===== src/hdl/first_fit_heap_allocator_assert.svh =====
// Assertion macros shared by the allocator RTL.
`ifndef FIRST_FIT_HEAP_ALLOCATOR_ASSERT_SVH
`define FIRST_FIT_HEAP_ALLOCATOR_ASSERT_SVH

// A condition that holds at every clock edge outside reset.
`define FFHA_ASSERT_ALWAYS(lbl, clk, rst_n, cond, msg) \
    lbl: assert property (@(posedge clk) disable iff (!rst_n) (cond)) else $error(msg);

// A condition that holds whenever its antecedent holds.
`define FFHA_ASSERT_IMPLY(lbl, clk, rst_n, ante, cons, msg) \
    lbl: assert property (@(posedge clk) disable iff (!rst_n) (ante) |-> (cons)) else $error(msg);

`endif


===== src/hdl/ffha_pkg.sv =====
// Types, constants and helper functions of the first-fit heap allocator.
`default_nettype none
package ffha_pkg;

    localparam int OFF_W      = 24;
    localparam int LEN_W      = OFF_W + 1;
    localparam int ADDR_W     = 32;
    localparam int REQ_W      = 24;
    localparam int ALIGN_W    = 8;
    localparam int ADJ_W      = 8;
    localparam int STATUS_W   = 2;
    localparam int LIVE_W     = 6;
    localparam int HDR_W      = 7;
    localparam int CFG_IDX_W  = 1;
    localparam int CFG_DATA_W = 32;

    localparam int DEF_MAX_FREE_SEGMENTS = 16;
    localparam int DEF_MAX_LIVE_BLOCKS   = 32;
    localparam int DEF_HEADER_BYTES      = 16;

    localparam logic [CFG_IDX_W-1:0] CFG_REGION_BASE = 1'd0;
    localparam logic [CFG_IDX_W-1:0] CFG_REGION_SIZE = 1'd1;

    typedef enum logic [STATUS_W-1:0] {
        ST_OK      = 2'd0,
        ST_NOFIT   = 2'd1,
        ST_FULL    = 2'd2,
        ST_UNKNOWN = 2'd3
    } t_status;

    typedef enum logic {
        OP_ALLOC = 1'b0,
        OP_FREE  = 1'b1
    } t_op;

    typedef enum logic [3:0] {
        S_INIT, S_IDLE, S_RSCAN, S_SSCAN, S_ALLOC_WR, S_REL_DEC, S_REL_WR,
        S_SHDN, S_SHUP, S_INS, S_DONE
    } t_state;

    // One free segment, offset relative to the region base.
    typedef struct packed {
        logic [OFF_W-1:0] start;
        logic [LEN_W-1:0] len;
    } t_seg;

    // One live block record.
    typedef struct packed {
        logic [OFF_W-1:0] addr;
        logic [LEN_W-1:0] len;
        logic [ADJ_W-1:0] adj;
    } t_rec;

    // Largest power of two not above v; zero maps to one.
    function automatic logic [ALIGN_W-1:0] pow2_floor(input logic [ALIGN_W-1:0] v);
        logic [ALIGN_W-1:0] p;
        p = ALIGN_W'(1);
        for (int i = 0; i < ALIGN_W; i++) begin
            if (v[i]) begin
                p = ALIGN_W'(1) << i;
            end
        end
        return p;
    endfunction

    // Padding in front of a block: aligns the address and leaves room for the header.
    function automatic logic [ADJ_W:0] fit_adjust(input logic [7:0] lo,
                                                  input logic [ALIGN_W-1:0] align,
                                                  input logic [HDR_W-1:0] hdr);
        logic [7:0] mask;
        logic [7:0] adj0;
        logic [7:0] need;
        logic [8:0] up;
        mask = align - 8'd1;
        adj0 = (8'd0 - lo) & mask;
        need = 8'd0;
        up   = 9'd0;
        if (adj0 < {1'b0, hdr}) begin
            need = {1'b0, hdr} - adj0;
            up   = ({1'b0, need} + {1'b0, mask}) & ~{1'b0, mask};
        end
        return {1'b0, adj0} + up;
    endfunction

endpackage
`default_nettype wire


===== src/hdl/ffha_req_if.sv =====
// Request channel: one allocate or release item per beat.
`default_nettype none
interface ffha_req_if import ffha_pkg::*; ();
    logic                  valid;
    logic                  ready;
    logic                  op;
    logic [REQ_W-1:0]      request_bytes;
    logic [ALIGN_W-1:0]    align_bytes;
    logic [ADDR_W-1:0]     release_address;

    modport source (output valid, op, request_bytes, align_bytes, release_address,
                    input ready);
    modport sink   (input valid, op, request_bytes, align_bytes, release_address,
                    output ready);
endinterface
`default_nettype wire


===== src/hdl/ffha_res_if.sv =====
// Result channel: one result per request beat.
`default_nettype none
interface ffha_res_if import ffha_pkg::*; ();
    logic                  valid;
    logic                  ready;
    logic [ADDR_W-1:0]     granted_address;
    logic [STATUS_W-1:0]   status;
    logic [LEN_W-1:0]      bytes_in_use;
    logic [LIVE_W-1:0]     live_count;

    modport source (output valid, granted_address, status, bytes_in_use, live_count,
                    input ready);
    modport sink   (input valid, granted_address, status, bytes_in_use, live_count,
                    output ready);
endinterface
`default_nettype wire


===== src/hdl/ffha_ram.sv =====
// Simple dual-port RAM with one write port and one registered read port.
`default_nettype none
module ffha_ram import ffha_pkg::*; #(
    parameter int WIDTH = LEN_W,
    parameter int DEPTH = DEF_MAX_FREE_SEGMENTS,
    parameter int AW    = (DEPTH > 1) ? $clog2(DEPTH) : 1
) (
    input  wire logic             i_clk,
    input  wire logic             i_we,
    input  wire logic [AW-1:0]    i_waddr,
    input  wire logic [WIDTH-1:0] i_wdata,
    input  wire logic [AW-1:0]    i_raddr,
    output logic      [WIDTH-1:0] o_rdata
);

    logic [WIDTH-1:0] mem [DEPTH];

    // Write port.
    always_ff @(posedge i_clk) begin
        if (i_we) begin
            mem[i_waddr] <= i_wdata;
        end
    end

    // Read port, registered.
    always_ff @(posedge i_clk) begin
        o_rdata <= mem[i_raddr];
    end

endmodule
`default_nettype wire


===== src/hdl/first_fit_heap_allocator.sv =====
// First-fit heap allocator: top level with control sequencer and table memories.
//
// Keeps the free segments of one heap region address-sorted in a segment RAM and
// the live blocks in a record RAM. An item runs a scan of the record RAM, one
// entry per cycle, and, when that scan finds its record or free slot, a scan of
// the segment RAM, one entry per cycle, then one or two update states and, when
// a segment is removed or inserted, a shift of the following segments at one
// entry per cycle through the segment RAM's read and write ports. The result
// waits in the final state until the previous result beat has drained. After
// reset and after every configuration write the block rewrites the first segment
// in its init state before it accepts a request beat. Results are registered, so
// a new request is taken while the previous result beat still waits on the output.
`default_nettype none
`include "first_fit_heap_allocator_assert.svh"
module first_fit_heap_allocator import ffha_pkg::*; #(
    parameter int MAX_FREE_SEGMENTS = DEF_MAX_FREE_SEGMENTS,
    parameter int MAX_LIVE_BLOCKS   = DEF_MAX_LIVE_BLOCKS,
    parameter int HEADER_BYTES      = DEF_HEADER_BYTES
) (
    input  wire logic                  i_clk,
    input  wire logic                  i_rst_n,
    input  wire logic                  i_cfg_we,
    input  wire logic [CFG_IDX_W-1:0]  i_cfg_idx,
    input  wire logic [CFG_DATA_W-1:0] i_cfg_data,
    ffha_req_if.sink                   i_req,
    ffha_res_if.source                 o_res
);

    localparam int SW  = $clog2(MAX_FREE_SEGMENTS);
    localparam int CW  = $clog2(MAX_FREE_SEGMENTS + 1);
    localparam int RW  = (MAX_LIVE_BLOCKS > 1) ? $clog2(MAX_LIVE_BLOCKS) : 1;
    localparam int RCW = $clog2(MAX_LIVE_BLOCKS + 1);
    localparam logic [HDR_W-1:0] HDR = HDR_W'(HEADER_BYTES);
    localparam logic [LEN_W-1:0] LEN_LIMIT = LEN_W'(1) << OFF_W;

    t_state              r_state, n_state;
    logic [ADDR_W-1:0]   r_base;
    logic [LEN_W-1:0]    r_size;
    logic                r_op;
    logic [REQ_W-1:0]    r_req;
    logic [ALIGN_W-1:0]  r_align;
    logic [ADDR_W-1:0]   r_off;
    logic [MAX_LIVE_BLOCKS-1:0] r_valid;
    logic [RCW-1:0]      r_ridx;
    logic                r_rp_vld;
    logic [RW-1:0]       r_rp_idx;
    logic [RW-1:0]       r_rec_idx;
    logic [CW-1:0]       r_sidx, r_sp_idx, r_count, r_pos;
    logic                r_sp_vld;
    logic [OFF_W-1:0]    r_start, r_bstart, r_gofs;
    logic [LEN_W-1:0]    r_len, r_total, r_bsize, r_bend, r_sum_p, r_sum_n;
    logic [ADJ_W-1:0]    r_adj;
    t_seg                r_prev, r_cur;
    logic                r_jp, r_jn;
    logic [CW-1:0]       r_src, r_dst, r_pdst;
    logic                r_issue, r_pend;
    t_status             r_status;
    logic [LEN_W-1:0]    r_used;
    logic [RCW-1:0]      r_live;
    logic                r_out_valid;
    logic [ADDR_W-1:0]   r_o_addr;
    t_status             r_o_status;
    logic [LEN_W-1:0]    r_o_used;
    logic [LIVE_W-1:0]   r_o_live;

    t_seg                seg_q, seg_wdata;
    t_rec                rec_q, rec_wdata;
    logic                seg_we, rec_we;
    logic [SW-1:0]       seg_waddr, seg_raddr;

    logic [ADJ_W:0]      c_adj_full;
    logic [ADJ_W-1:0]    c_adj;
    logic [LEN_W-1:0]    c_total, c_rem, c_take, c_init_len;
    logic                c_split, seg_hit, seg_end, rec_hit, rec_end, shift_done;
    logic                c_jp, c_jn, accept;

    assign accept = i_req.valid && i_req.ready;
    assign i_req.ready = (r_state == S_IDLE);

    // Memories for the free segments and the live records.
    ffha_ram #(.WIDTH($bits(t_seg)), .DEPTH(MAX_FREE_SEGMENTS), .AW(SW)) u_seg_ram (
        .i_clk  (i_clk),
        .i_we   (seg_we),
        .i_waddr(seg_waddr),
        .i_wdata(seg_wdata),
        .i_raddr(seg_raddr),
        .o_rdata(seg_q)
    );

    ffha_ram #(.WIDTH($bits(t_rec)), .DEPTH(MAX_LIVE_BLOCKS), .AW(RW)) u_rec_ram (
        .i_clk  (i_clk),
        .i_we   (rec_we),
        .i_waddr(r_rec_idx),
        .i_wdata(rec_wdata),
        .i_raddr(r_ridx[RW-1:0]),
        .o_rdata(rec_q)
    );

    // Fit test of the segment read last cycle.
    always_comb begin
        c_adj_full = fit_adjust(r_base[7:0] + seg_q.start[7:0], r_align, HDR);
        c_adj      = c_adj_full[ADJ_W-1:0];
        c_total    = LEN_W'(r_req) + LEN_W'(c_adj);
        seg_hit    = r_sp_vld && ((r_op == OP_ALLOC) ? (c_total <= seg_q.len)
                                                     : ({1'b0, seg_q.start} >= r_bend));
        seg_end    = !seg_hit && (r_sidx >= r_count);
        rec_hit    = r_rp_vld && ((r_op == OP_ALLOC) ? !r_valid[r_rp_idx]
                                 : (r_valid[r_rp_idx] && (ADDR_W'(rec_q.addr) == r_off)));
        rec_end    = !rec_hit && (r_ridx >= RCW'(MAX_LIVE_BLOCKS));
        c_rem      = r_len - r_total;
        c_split    = c_rem > LEN_W'(HEADER_BYTES);
        c_take     = c_split ? r_total : r_len;
        c_jp       = (r_pos != '0) &&
                     ((LEN_W'(r_prev.start) + r_prev.len) == LEN_W'(r_bstart));
        c_jn       = (r_pos < r_count) && (LEN_W'(r_cur.start) == r_bend);
        shift_done = !r_issue && !r_pend;
        c_init_len = (r_size > LEN_LIMIT) ? LEN_LIMIT : r_size;
    end

    // Memory write and read controls.
    always_comb begin
        seg_we    = 1'b0;
        seg_waddr = r_pos[SW-1:0];
        seg_wdata = '{start: r_bstart, len: r_bsize};
        seg_raddr = r_sidx[SW-1:0];
        rec_we    = 1'b0;
        rec_wdata = '{addr: r_start + OFF_W'(r_adj), len: c_take, adj: r_adj};
        case (r_state)
            S_INIT: begin
                seg_we    = 1'b1;
                seg_waddr = '0;
                seg_wdata = '{start: '0, len: c_init_len};
            end
            S_ALLOC_WR: begin
                rec_we    = 1'b1;
                seg_we    = c_split;
                seg_wdata = '{start: r_start + r_total[OFF_W-1:0], len: c_rem};
            end
            S_REL_WR: begin
                if (r_jp) begin
                    seg_we    = 1'b1;
                    seg_waddr = SW'(r_pos - CW'(1));
                    seg_wdata = '{start: r_prev.start,
                                  len: r_jn ? (r_sum_p + r_cur.len) : r_sum_p};
                end else if (r_jn) begin
                    seg_we    = 1'b1;
                    seg_wdata = '{start: r_bstart, len: r_sum_n};
                end
            end
            S_SHDN, S_SHUP: begin
                seg_raddr = r_src[SW-1:0];
                seg_we    = r_pend;
                seg_waddr = r_pdst[SW-1:0];
                seg_wdata = seg_q;
            end
            S_INS: begin
                seg_we = 1'b1;
            end
            default: begin
            end
        endcase
    end

    // Next state.
    always_comb begin
        n_state = r_state;
        case (r_state)
            S_INIT:     n_state = S_IDLE;
            S_IDLE:     if (accept) n_state = S_RSCAN;
            S_RSCAN: begin
                if (rec_hit) n_state = S_SSCAN;
                else if (rec_end) n_state = S_DONE;
            end
            S_SSCAN: begin
                if (seg_hit) n_state = (r_op == OP_ALLOC) ? S_ALLOC_WR : S_REL_DEC;
                else if (seg_end) n_state = (r_op == OP_ALLOC) ? S_DONE : S_REL_DEC;
            end
            S_ALLOC_WR: n_state = c_split ? S_DONE : S_SHDN;
            S_REL_DEC:  n_state = S_REL_WR;
            S_REL_WR: begin
                if (r_jp && r_jn) n_state = S_SHDN;
                else if (r_jp || r_jn) n_state = S_DONE;
                else if (r_count >= CW'(MAX_FREE_SEGMENTS)) n_state = S_DONE;
                else if (r_pos < r_count) n_state = S_SHUP;
                else n_state = S_INS;
            end
            S_SHDN:     if (shift_done) n_state = S_DONE;
            S_SHUP:     if (shift_done) n_state = S_INS;
            S_INS:      n_state = S_DONE;
            S_DONE:     if (!r_out_valid || o_res.ready) n_state = S_IDLE;
            default:    n_state = S_INIT;
        endcase
        if (i_cfg_we) begin
            n_state = S_INIT;
        end
    end

    // State register.
    always_ff @(posedge i_clk) begin
        if (!i_rst_n) begin
            r_state <= S_INIT;
        end else begin
            r_state <= n_state;
        end
    end

    // Control counters, bookkeeping and the result register.
    always_ff @(posedge i_clk) begin
        if (!i_rst_n) begin
            r_base      <= '0;
            r_size      <= LEN_LIMIT;
            r_valid     <= '0;
            r_used      <= '0;
            r_live      <= '0;
            r_count     <= '0;
            r_out_valid <= 1'b0;
            r_rp_vld    <= 1'b0;
            r_sp_vld    <= 1'b0;
            r_issue     <= 1'b0;
            r_pend      <= 1'b0;
        end else begin
            // The final state loads the next beat itself, so the drain is handled there.
            if (r_out_valid && o_res.ready && (r_state != S_DONE)) begin
                r_out_valid <= 1'b0;
            end
            case (r_state)
                S_INIT: begin
                    r_count <= (r_size == '0) ? CW'(0) : CW'(1);
                end
                S_IDLE: begin
                    r_op     <= i_req.op;
                    r_req    <= (i_req.request_bytes == '0) ? REQ_W'(1) : i_req.request_bytes;
                    r_align  <= pow2_floor(i_req.align_bytes);
                    r_off    <= i_req.release_address - r_base;
                    r_ridx   <= '0;
                    r_rp_vld <= 1'b0;
                end
                S_RSCAN: begin
                    // Pipelined record scan: issue one read, check the previous one.
                    r_rp_vld <= (r_ridx < RCW'(MAX_LIVE_BLOCKS));
                    r_rp_idx <= r_ridx[RW-1:0];
                    if (r_ridx < RCW'(MAX_LIVE_BLOCKS)) begin
                        r_ridx <= r_ridx + RCW'(1);
                    end
                    if (rec_hit) begin
                        r_rec_idx <= r_rp_idx;
                        r_bstart  <= rec_q.addr - OFF_W'(rec_q.adj);
                        r_bsize   <= rec_q.len;
                        r_sidx    <= '0;
                        r_sp_vld  <= 1'b0;
                    end else if (rec_end) begin
                        r_status <= (r_op == OP_ALLOC) ? ST_FULL : ST_UNKNOWN;
                    end
                end
                S_SSCAN: begin
                    // Pipelined segment scan in address order.
                    r_bend   <= LEN_W'(r_bstart) + r_bsize;
                    r_sp_vld <= (r_sidx < r_count);
                    r_sp_idx <= r_sidx;
                    if (r_sidx < r_count) begin
                        r_sidx <= r_sidx + CW'(1);
                    end
                    if (seg_hit) begin
                        r_pos   <= r_sp_idx;
                        r_cur   <= seg_q;
                        r_start <= seg_q.start;
                        r_len   <= seg_q.len;
                        r_total <= c_total;
                        r_adj   <= c_adj;
                    end else begin
                        if (r_sp_vld) begin
                            r_prev <= seg_q;
                        end
                        if (seg_end) begin
                            r_pos    <= r_count;
                            r_status <= ST_NOFIT;
                        end
                    end
                end
                S_ALLOC_WR: begin
                    r_valid[r_rec_idx] <= 1'b1;
                    r_used   <= r_used + c_take;
                    r_live   <= r_live + RCW'(1);
                    r_gofs   <= r_start + OFF_W'(r_adj);
                    r_status <= ST_OK;
                    r_src    <= r_pos + CW'(1);
                    r_dst    <= r_pos;
                    r_issue  <= ((r_pos + CW'(1)) < r_count);
                    r_pend   <= 1'b0;
                end
                S_REL_DEC: begin
                    r_jp    <= c_jp;
                    r_jn    <= c_jn;
                    r_sum_p <= r_prev.len + r_bsize;
                    r_sum_n <= r_cur.len + r_bsize;
                end
                S_REL_WR: begin
                    if (!r_jp && !r_jn && (r_count >= CW'(MAX_FREE_SEGMENTS))) begin
                        r_status <= ST_FULL;
                    end else begin
                        r_valid[r_rec_idx] <= 1'b0;
                        r_used   <= r_used - r_bsize;
                        r_live   <= r_live - RCW'(1);
                        r_status <= ST_OK;
                    end
                    r_pend <= 1'b0;
                    if (r_jp && r_jn) begin
                        r_src   <= r_pos + CW'(1);
                        r_dst   <= r_pos;
                        r_issue <= ((r_pos + CW'(1)) < r_count);
                    end else begin
                        r_src   <= r_count - CW'(1);
                        r_dst   <= r_count;
                        r_issue <= (r_pos < r_count);
                    end
                end
                S_SHDN: begin
                    // Move segments one place down after a removal.
                    r_pend <= r_issue;
                    if (r_issue) begin
                        r_pdst  <= r_dst;
                        r_src   <= r_src + CW'(1);
                        r_dst   <= r_dst + CW'(1);
                        r_issue <= ((r_src + CW'(1)) < r_count);
                    end
                    if (shift_done) begin
                        r_count <= r_count - CW'(1);
                    end
                end
                S_SHUP: begin
                    // Move segments one place up to open a slot.
                    r_pend <= r_issue;
                    if (r_issue) begin
                        r_pdst  <= r_dst;
                        r_src   <= r_src - CW'(1);
                        r_dst   <= r_dst - CW'(1);
                        r_issue <= (r_src != r_pos);
                    end
                end
                S_INS: begin
                    r_count <= r_count + CW'(1);
                end
                S_DONE: begin
                    if (!r_out_valid || o_res.ready) begin
                        r_out_valid <= 1'b1;
                        r_o_addr    <= ((r_op == OP_ALLOC) && (r_status == ST_OK))
                                       ? (r_base + ADDR_W'(r_gofs)) : '0;
                        r_o_status  <= r_status;
                        r_o_used    <= r_used;
                        r_o_live    <= LIVE_W'(r_live);
                    end
                end
                default: begin
                end
            endcase
            // Configuration writes reinitialize the heap.
            if (i_cfg_we) begin
                case (i_cfg_idx)
                    CFG_REGION_BASE: r_base <= i_cfg_data;
                    CFG_REGION_SIZE: r_size <= i_cfg_data[LEN_W-1:0];
                    default: begin
                    end
                endcase
                r_valid <= '0;
                r_used  <= '0;
                r_live  <= '0;
            end
        end
    end

    // Result beat.
    assign o_res.valid           = r_out_valid;
    assign o_res.granted_address = r_o_addr;
    assign o_res.status          = r_o_status;
    assign o_res.bytes_in_use    = r_o_used;
    assign o_res.live_count      = r_o_live;

    // Consistency of the bookkeeping.
    `FFHA_ASSERT_ALWAYS(a_live_matches_valid, i_clk, i_rst_n,
        r_live == $countones(r_valid), "live count differs from valid records")
    `FFHA_ASSERT_IMPLY(a_no_live_no_bytes, i_clk, i_rst_n,
        r_live == '0, r_used == '0, "bytes in use without live blocks")
    `FFHA_ASSERT_ALWAYS(a_seg_count_bound, i_clk, i_rst_n,
        r_count <= CW'(MAX_FREE_SEGMENTS), "segment count above table size")

endmodule
`default_nettype wire


===== src/flat_wrapper.sv =====
// flat-port wrapper written by rule: the top's interface ports become plain ports
module first_fit_heap_allocator_flat import ffha_pkg::*;
#(
    parameter int MAX_FREE_SEGMENTS = DEF_MAX_FREE_SEGMENTS,
    parameter int MAX_LIVE_BLOCKS   = DEF_MAX_LIVE_BLOCKS,
    parameter int HEADER_BYTES      = DEF_HEADER_BYTES
)
  (i_clk, i_rst_n, i_cfg_we, i_cfg_idx, i_cfg_data, i_req_valid, i_req_op, i_req_request_bytes, i_req_align_bytes, i_req_release_address, i_req_ready, o_res_valid, o_res_granted_address, o_res_status, o_res_bytes_in_use, o_res_live_count, o_res_ready);
  ffha_req_if i_req_i ();
  ffha_res_if o_res_i ();
  input  wire logic i_clk;
  input  wire logic i_rst_n;
  input  wire logic i_cfg_we;
  input  wire logic [CFG_IDX_W-1:0] i_cfg_idx;
  input  wire logic [CFG_DATA_W-1:0] i_cfg_data;
  input wire logic [$bits(i_req_i.valid)-1:0] i_req_valid;
  input wire logic [$bits(i_req_i.op)-1:0] i_req_op;
  input wire logic [$bits(i_req_i.request_bytes)-1:0] i_req_request_bytes;
  input wire logic [$bits(i_req_i.align_bytes)-1:0] i_req_align_bytes;
  input wire logic [$bits(i_req_i.release_address)-1:0] i_req_release_address;
  output wire logic [$bits(i_req_i.ready)-1:0] i_req_ready;
  output wire logic [$bits(o_res_i.valid)-1:0] o_res_valid;
  output wire logic [$bits(o_res_i.granted_address)-1:0] o_res_granted_address;
  output wire logic [$bits(o_res_i.status)-1:0] o_res_status;
  output wire logic [$bits(o_res_i.bytes_in_use)-1:0] o_res_bytes_in_use;
  output wire logic [$bits(o_res_i.live_count)-1:0] o_res_live_count;
  input wire logic [$bits(o_res_i.ready)-1:0] o_res_ready;
  assign i_req_i.valid = i_req_valid;
  assign i_req_i.op = i_req_op;
  assign i_req_i.request_bytes = i_req_request_bytes;
  assign i_req_i.align_bytes = i_req_align_bytes;
  assign i_req_i.release_address = i_req_release_address;
  assign i_req_ready = i_req_i.ready;
  assign o_res_valid = o_res_i.valid;
  assign o_res_granted_address = o_res_i.granted_address;
  assign o_res_status = o_res_i.status;
  assign o_res_bytes_in_use = o_res_i.bytes_in_use;
  assign o_res_live_count = o_res_i.live_count;
  assign o_res_i.ready = o_res_ready;
  first_fit_heap_allocator #(.MAX_FREE_SEGMENTS(MAX_FREE_SEGMENTS), .MAX_LIVE_BLOCKS(MAX_LIVE_BLOCKS), .HEADER_BYTES(HEADER_BYTES)) u_core (.i_clk(i_clk), .i_rst_n(i_rst_n), .i_cfg_we(i_cfg_we), .i_cfg_idx(i_cfg_idx), .i_cfg_data(i_cfg_data), .i_req(i_req_i), .o_res(o_res_i));
endmodule

===== config.mk =====
export PLATFORM = sky130hd
export DESIGN_NAME = first_fit_heap_allocator_flat
export DESIGN_NICKNAME = d
export VERILOG_FILES = /design/src/hdl/ffha_pkg.sv /design/src/hdl/ffha_req_if.sv /design/src/hdl/ffha_res_if.sv /design/src/hdl/ffha_ram.sv /design/src/hdl/first_fit_heap_allocator.sv /design/src/flat_wrapper.sv
export VERILOG_INCLUDE_DIRS = /design/src /design/src/hdl
export SDC_FILE = /design/constraint.sdc
export NUM_CORES = 2
export LEC_CHECK = 0
export BUFFER_PORTS_ARGS = -buffer_cell sky130_fd_sc_hd__buf_2
export CAP_MARGIN = 20
export CORE_ASPECT_RATIO = 1.25
export CORE_MARGIN = 2
export CORE_UTILIZATION = 24
export DETAILED_ROUTE_END_ITERATION = 10
export GPL_ROUTABILITY_DRIVEN = 0
export PLACE_DENSITY = 0.47
export SYNTH_ARGS = -nofsm -noshare
export SYNTH_HDL_FRONTEND = slang
export SYNTH_HIERARCHICAL = 1
export SYNTH_SLANG_ARGS = --single-unit

===== constraint.sdc =====
create_clock -name i_clk -period 31.7 [get_ports i_clk]
set_input_delay 1.585 -clock i_clk [delete_from_list [all_inputs] [get_ports i_clk]]
set_output_delay 1.585 -clock i_clk [all_outputs]
set_load 0.005 [all_outputs]

# Yosys cells after proc, flatten, opt, wreduce, memory -nomap -nowiden
# Memories as Yosys holds them, arrays and structs flattened. A register that Yosys moved wholly into a read port is not among the register bits.
# Cells that the tools add are included.
# totals
reg_bits	592
ramBits	2608
n_memories	2
# classes
n_bitwise	10
mux	88
n_lt_le_gt_ge	16
n_eq_ne	31
reduce_logical	69
add_sub_neg	32
# memory_table
name	words	width	rd	rd_ports_with_merged_regs	wr	line	text
u_core.u_rec_ram.mem	32	57	1	1	1	ffha_ram.sv:16	logic [WIDTH-1:0] mem [DEPTH];
u_core.u_seg_ram.mem	16	49	1	1	1	ffha_ram.sv:16	
# ops
op	count
$pmux W49 S4	1
$mux W25	5
$add A25 B25 Y25	4
$mux W4	16
$pmux W32 S2	1
$mux W5	12
$add A24 B25 Y25	2
$pmux W25 S2	1
$sub A25 B25 Y25	2
$mux W49	1
$pmux W4 S11	1
$pmux W5 S4	2
$add A32 B24 Y32	1
$and A32 B32 Y32	1
$eq A24 B32 Y1	1
$mux W32	1
$not A32 Y32	1
$or A32 B32 Y32	1
$sub A32 B32 Y32	1
$add A24 B8 Y25	1
$add A5 B1 Y5 const B	5
$eq A24 B25 Y1	1
$eq A25 B24 Y1	1
$ge A24 B25 Y1	1
other kinds (69)	182

# Depth between registers and ports, before layout
# logic_depth
ltp_word	17
mapped_depth	43
mapped_depth_nobuf	43

# By module
# Netlist, hierarchy kept.
# modules_own_cells
mod	area_each_um2	cells_each	instances
ffha_ram at u_core.u_rec_ram	72125.4	3985	1
first_fit_heap_allocator	40940.5	4219	1
ffha_ram at u_core.u_seg_ram	30336.6	1268	1

# Worst setup path after synthesis
# Ideal clock, no wire load.
# synth_path
path_kind	reg-to-reg
startpoint	register u_core.r_base[1]
endpoint	register u_core.r_adj[0], enable pin
required_time_ns	31.177
t_arrival_ns	9.753
n_path_buf	0
path_stages_with_launch	39
setup_slack_ns	21.423
setup_ns	0.523
path_cell_list	dfxtp_1 > ha_1 > inv_1 > ha_1 > inv_1 > fa_1 > inv_1 > a21oi_1 > o21bai_1 > xor2_1 > nor2b_1 > nor3_1 > nor2b_1 > nor3b_1 > ha_1 > a21oi_1 > nor2b_1 > o21a_1 > (+3 left out) > xor2_1 > ha_1 > and3_1 > o21ai_0 > or3_1 > inv_1 > nand4_1 > xnor2_1 > ha_1 > a21o_1 > a21o_1 > a21oi_1 > o2111ai_1 > o21ai_0 > a31oi_1 > nand2_1 > o21ai_0 > nor2_1
# synth_via
elab_chain_cells	13
elab_cells_between_ends	14
classes_between	add/sub (6); order compare (2); mux (2); bitwise (2); reduce/logical (2)
# synth_rtl
element	line	text
start: declaration	first_fit_heap_allocator.sv:37	logic [ADDR_W-1:0] r_base;
start signal: assignment	first_fit_heap_allocator.sv:359	CFG_REGION_BASE: r_base <= i_cfg_data;
$add A8 B8 Y8 (*)	first_fit_heap_allocator.sv:101	c_adj_full = fit_adjust(r_base[7:0] + seg_q.start[7:0], r_align, HDR);
$sub A1 B8 Y8 (*)	ffha_pkg.sv:75	adj0 = (8'd0 - lo) & mask;
$and A8 B8 Y8 (*)	ffha_pkg.sv:75	
$sub A5 B8 Y8	ffha_pkg.sv:79	need = {1'b0, hdr} - adj0;
$add A8 B8 Y8	ffha_pkg.sv:80	up = ({1'b0, need} + {1'b0, mask}) & ~{1'b0, mask};
$and A8 B8 Y8	ffha_pkg.sv:80	
$mux W8	ffha_pkg.sv:78	if (adj0 < {1'b0, hdr}) begin
$add A8 B8 Y8 (*)	ffha_pkg.sv:82	return {1'b0, adj0} + up;
net u_core.c_adj_full[7]	first_fit_heap_allocator.sv:71	logic [ADJ_W:0] c_adj_full;
$add A24 B8 Y25 (*)	first_fit_heap_allocator.sv:103	c_total = LEN_W'(r_req) + LEN_W'(c_adj);
net u_core.c_total[22]	first_fit_heap_allocator.sv:73	logic [LEN_W-1:0] c_total, c_rem, c_take, c_init_len;
$le A25 B25 Y1 (*)	first_fit_heap_allocator.sv:104	seg_hit = r_sp_vld && ((r_op == OP_ALLOC) ? (c_total <= seg_q.len)
$mux W1 (*)	first_fit_heap_allocator.sv:104	
$logic_and A1 B1 Y1 (*)	first_fit_heap_allocator.sv:104	
$reduce_and A3 Y1 (no source line) (*)	--	
end signal: assignment	first_fit_heap_allocator.sv:269	r_adj <= c_adj;
end: declaration	first_fit_heap_allocator.sv:52	logic [ADJ_W-1:0] r_adj;
# The timed path passes the listed nets; every way through them passes the cells marked *.
# A chain may end at the register's enable or synchronous reset.

# Worst setup path after layout
# layout_path
startpoint	register u_core.u_seg_ram.o_rdata[26], read port of u_core.u_seg_ram.mem
endpoint	register u_core/r_cur[36] (netlist bit), enable pin
# layout_via
elab_chain_cells	13
elab_cells_between_ends	15
classes_between	add/sub (6); order compare (3); mux (2); bitwise (2); reduce/logical (2)
# layout_rtl
element	line	text
start: declaration	ffha_ram.sv:13	output logic [WIDTH-1:0] o_rdata
$add A8 B8 Y8 (*)	first_fit_heap_allocator.sv:101	
$sub A1 B8 Y8 (*)	ffha_pkg.sv:75	
$and A8 B8 Y8 (*)	ffha_pkg.sv:75	
$sub A5 B8 Y8	ffha_pkg.sv:79	
$add A8 B8 Y8	ffha_pkg.sv:80	
$and A8 B8 Y8	ffha_pkg.sv:80	
$mux W8	ffha_pkg.sv:78	
$add A8 B8 Y8 (*)	ffha_pkg.sv:82	
net u_core.c_adj_full[7]	first_fit_heap_allocator.sv:71	
$add A24 B8 Y25 (*)	first_fit_heap_allocator.sv:103	
net u_core.c_total[22]	first_fit_heap_allocator.sv:73	
$le A25 B25 Y1 (*)	first_fit_heap_allocator.sv:104	
$mux W1 (*)	first_fit_heap_allocator.sv:104	
$logic_and A1 B1 Y1 (*)	first_fit_heap_allocator.sv:104	
$reduce_and A3 Y1 (no source line) (*)	--	
end signal: assignment	first_fit_heap_allocator.sv:265	r_cur <= seg_q;
end: declaration	first_fit_heap_allocator.sv:53	t_seg r_prev, r_cur;
# Marked as above.

==> results_dict.tcl <==
set metrics [dict create \
    status "finished clean" \
    start_kind "flip-flop" \
    grt_pass1_vias 84170 \
    ys_async_sr_fraction_pct 0 \
    clkTransAtPathRegs_ps 60 \
    wl_per_cell_um 26.50 \
    finalClockSkew_ps 105.8 \
    worstMarginPinSlew_ps 1281 \
    gr-usage-met2_pct 25.84 \
    critPathBufInv 6 \
    synth_seq_cells 3305 \
    fin_crit_sh_pct 33.66 \
    cp.required_ps 32240 \
    ioPinCount 170 \
    cts_resized 0 \
    critPathArrivalTime_ps 11210 \
    num_vias 85430 \
    die_width_um 695.4 \
    critPathKind "flip-flop to flip-flop" \
    h-tree-depth 5 \
    ys_warn_count 6 \
    peakVddDrop_mv 0.04517 \
    fillers 60410 \
    cp_top_family "compound AO/OA/AOI/OAI gates" \
    cap_violations 0 \
    place_hpwl_um 304000 \
    drcViolationCount 0 \
    start_util_pct 24.07 \
    grt_max_degree 110 \
    slew_viol_final 0 \
    cts_setup_buffers 0 \
    rows 317 \
    syn_area_mm2 0.1434 \
    drtAntennaViolNets 0 \
    slew_headroom_pct 14.28 \
    grt_use_met3_pct 2.133 \
    synth_flop_cell "edfxtp_1" \
    cts_hold_buf 0 \
    rsz0062_at_grt "no" \
    ys_seq_area_share_pct 67.53 \
    synth_edf_count 3065 \
    power.density_mw_per_mm2 58.65 \
    routed_wl_um 480400 \
    final_util_pct 27.89 \
    use_met1_pct 20.18 \
    synth_top_area_share_pct 64.18 \
    antenna_found_initial 42 \
    setup_violations 0 \
    cp-end-kind "flip-flop" \
    fin_setup_tns_ps 0 \
    clockBufferDepth 4 \
    p_leak_nw 56.62 \
    synth.avg_cell_area_um2 15.14 \
    hold_class "flip-flop to flip-flop" \
    slowest_stage "buf_4" \
    drt-pass1-iter-count 7 \
    timing.fmax_mhz 93.71 \
    max_stage_delay_ps 770 \
    synthTopCellsByArea "edfxtp_1 64%, mux2i_1 6.7%, mux4_2 3.6%" \
    cts_made_buffers 342 \
    die-height_um 868.2 \
    synth_cells 9472 \
    power_mw 9.744 \
    root_buffer "clkbuf_16" \
    grt_overflow 0 \
    cts_tree "done" \
    core_area_mm2 0.5957 \
    ys_types 83 \
    nNetsFinal 10310 \
    rrSetupSlack_ps 21030 \
    hold_violations 0 \
    die-area_mm2 0.6037 \
    grt_pass1_wl_um 661600 \
    path_max_fanout 52 \
    clock-sinks 3305 \
    drt-initial-drc-count 8295 \
    fin_crit_ps 10670 \
    clk_latency_ps 990 \
    synth_top_area_cell "edfxtp_1" \
    track_usage_pct 15.36 \
    syn_to_final_growth_pct 15.86 \
    final_layout_size_suffix_gt1_share_pct 13.00 \
    io_buffer_count 168 \
    via_per_inst 4.714 \
    grt.busiest_layer "met2" \
]
-- synth_stat cells, types with 29 or more instances --
master / instances
nand2b_1: 52
buf_2: 75
nor2_1: 381
buf_4: 58
a211oi_1: 53
xnor2_1: 268
a22o_1: 119
a22oi_1: 276
mux4_2: 228
nand4_1: 37
a21oi_1: 463
nor3_1: 158
ha_1: 381
nand3_1: 272
nor4_1: 38
a31oi_1: 98
o21bai_1: 37
and3_1: 47
o21ai_0: 166
inv_1: 278
buf_6: 67
clkbuf_1: 220
a221oi_1: 29
dfxtp_1: 240
a21boi_0: 64
edfxtp_1: 3065
nand2_1: 602
xor2_1: 135
or3_1: 43
o21a_1: 44
mux2i_1: 957
nor2b_1: 61
a21o_1: 93
-- placed cells by master, fill, tap and decap left out, drive strengths merged, types with 43 or more instances in the layout --
cell	n
a211oi	53
a21o	93
xor2	135
ha	381
mux2i	957
mux4	228
a22oi	276
xnor2	268
nor2b	61
clkinv	109
a21oi	463
buf	435
and3	47
clkbuf	464
a31oi	98
diode	52
a22o	119
inv	293
o21a	44
edfxtp	3065
nand2	602
dfxtp	240
nor2	381
nand2b	52
o21ai	188
nor3	159
or3	43
nand3	272
a21boi	65
-- area by class of cell --
| class | instances | area (µm²) | area share, % |
|---|---|---|---|
| inverter | 281 | 1055 | 0.6349 |
| clock buffer | 464 | 9398 | 5.656 |
| antenna | 52 | 130.1 | 0.07832 |
| tap | 7975 | 9978 | 6.006 |
| timing repair buffer | 435 | 3068 | 1.847 |
| sequential | 3305 | 96840 | 58.29 |
| multi-input combinational | 5447 | 43850 | 26.40 |
| clock inverter | 165 | 1817 | 1.093 |
-- worst paths after layout --
| path | endpoint | from | cells past startpoint |
|---|---|---|---|
| min | u_core/r_bsize[2]$_DFFE_PP_ | u_core/u_rec_ram/o_rdata[10]$_DFF_P_ | 0 |
| min reg2reg | u_core/r_bsize[2]$_DFFE_PP_ | u_core/u_rec_ram/o_rdata[10]$_DFF_P_ | 0 |
| max reg2reg | u_core/r_cur[36]$_DFFE_PP_ | u_core/u_seg_ram/o_rdata[26]$_DFF_P_ | 41 |
| max | u_core/r_cur[36]$_DFFE_PP_ | u_core/u_seg_ram/o_rdata[26]$_DFF_P_ | 41 |
-- routing by layer --
metal,vias up,wire [µm]
met2,2598,230000
met3,668,26180
met5,-,30
met4,6,18700
li1,37470,-
met1,44690,205400
-- per-stage QoR --
step	area (µm²)	worst slack [ps]	hold WS [ps]	std cells
after floorplan	143400	21420	385.5	9473
after global placement	154600	21120	386.4	17430
after detailed placement	154700	21140	388.7	17440
after CTS	165900	21040	406.3	18070
after global routing	166000	20350	412.3	18070
final	166100	21030	402.2	18120
-- power by group --
part | total, mW | switching, mW | internal, mW
sequential | 4.93 | 0.0804 | 4.85
clock | 4.09 | 1.76 | 2.33
combinational | 0.726 | 0.471 | 0.255
-- logic make-up (layout without fill, tap and decap cells) --
kind of cell	after synthesis	count (layout)	synth area share [%]
compound gates	1641	1641	7.684
fa+ha+maj	399	399	3.576
simple gates	1795	1795	5.840
flops	3305	3305	67.53
xor+xnor	403	403	2.461
other cells	1	54	0.002615
mux	1207	1207	10.43
buf+inv	721	1345	2.471
-- flip-flops by register name, summed over array words and instances (netlist names), 32 cells and up, named ones only --
signal                        count
u_core/o_res.granted_address     32
u_core/r_base                    32
u_core/r_cur                     49
u_core/r_off                     32
u_core/r_prev                    49
u_core/u_rec_ram/mem           1824
u_core/u_rec_ram/o_rdata         57
u_core/u_seg_ram/mem            784
u_core/u_seg_ram/o_rdata         49
No activity file was read; power rests on OpenSTA's default activity.
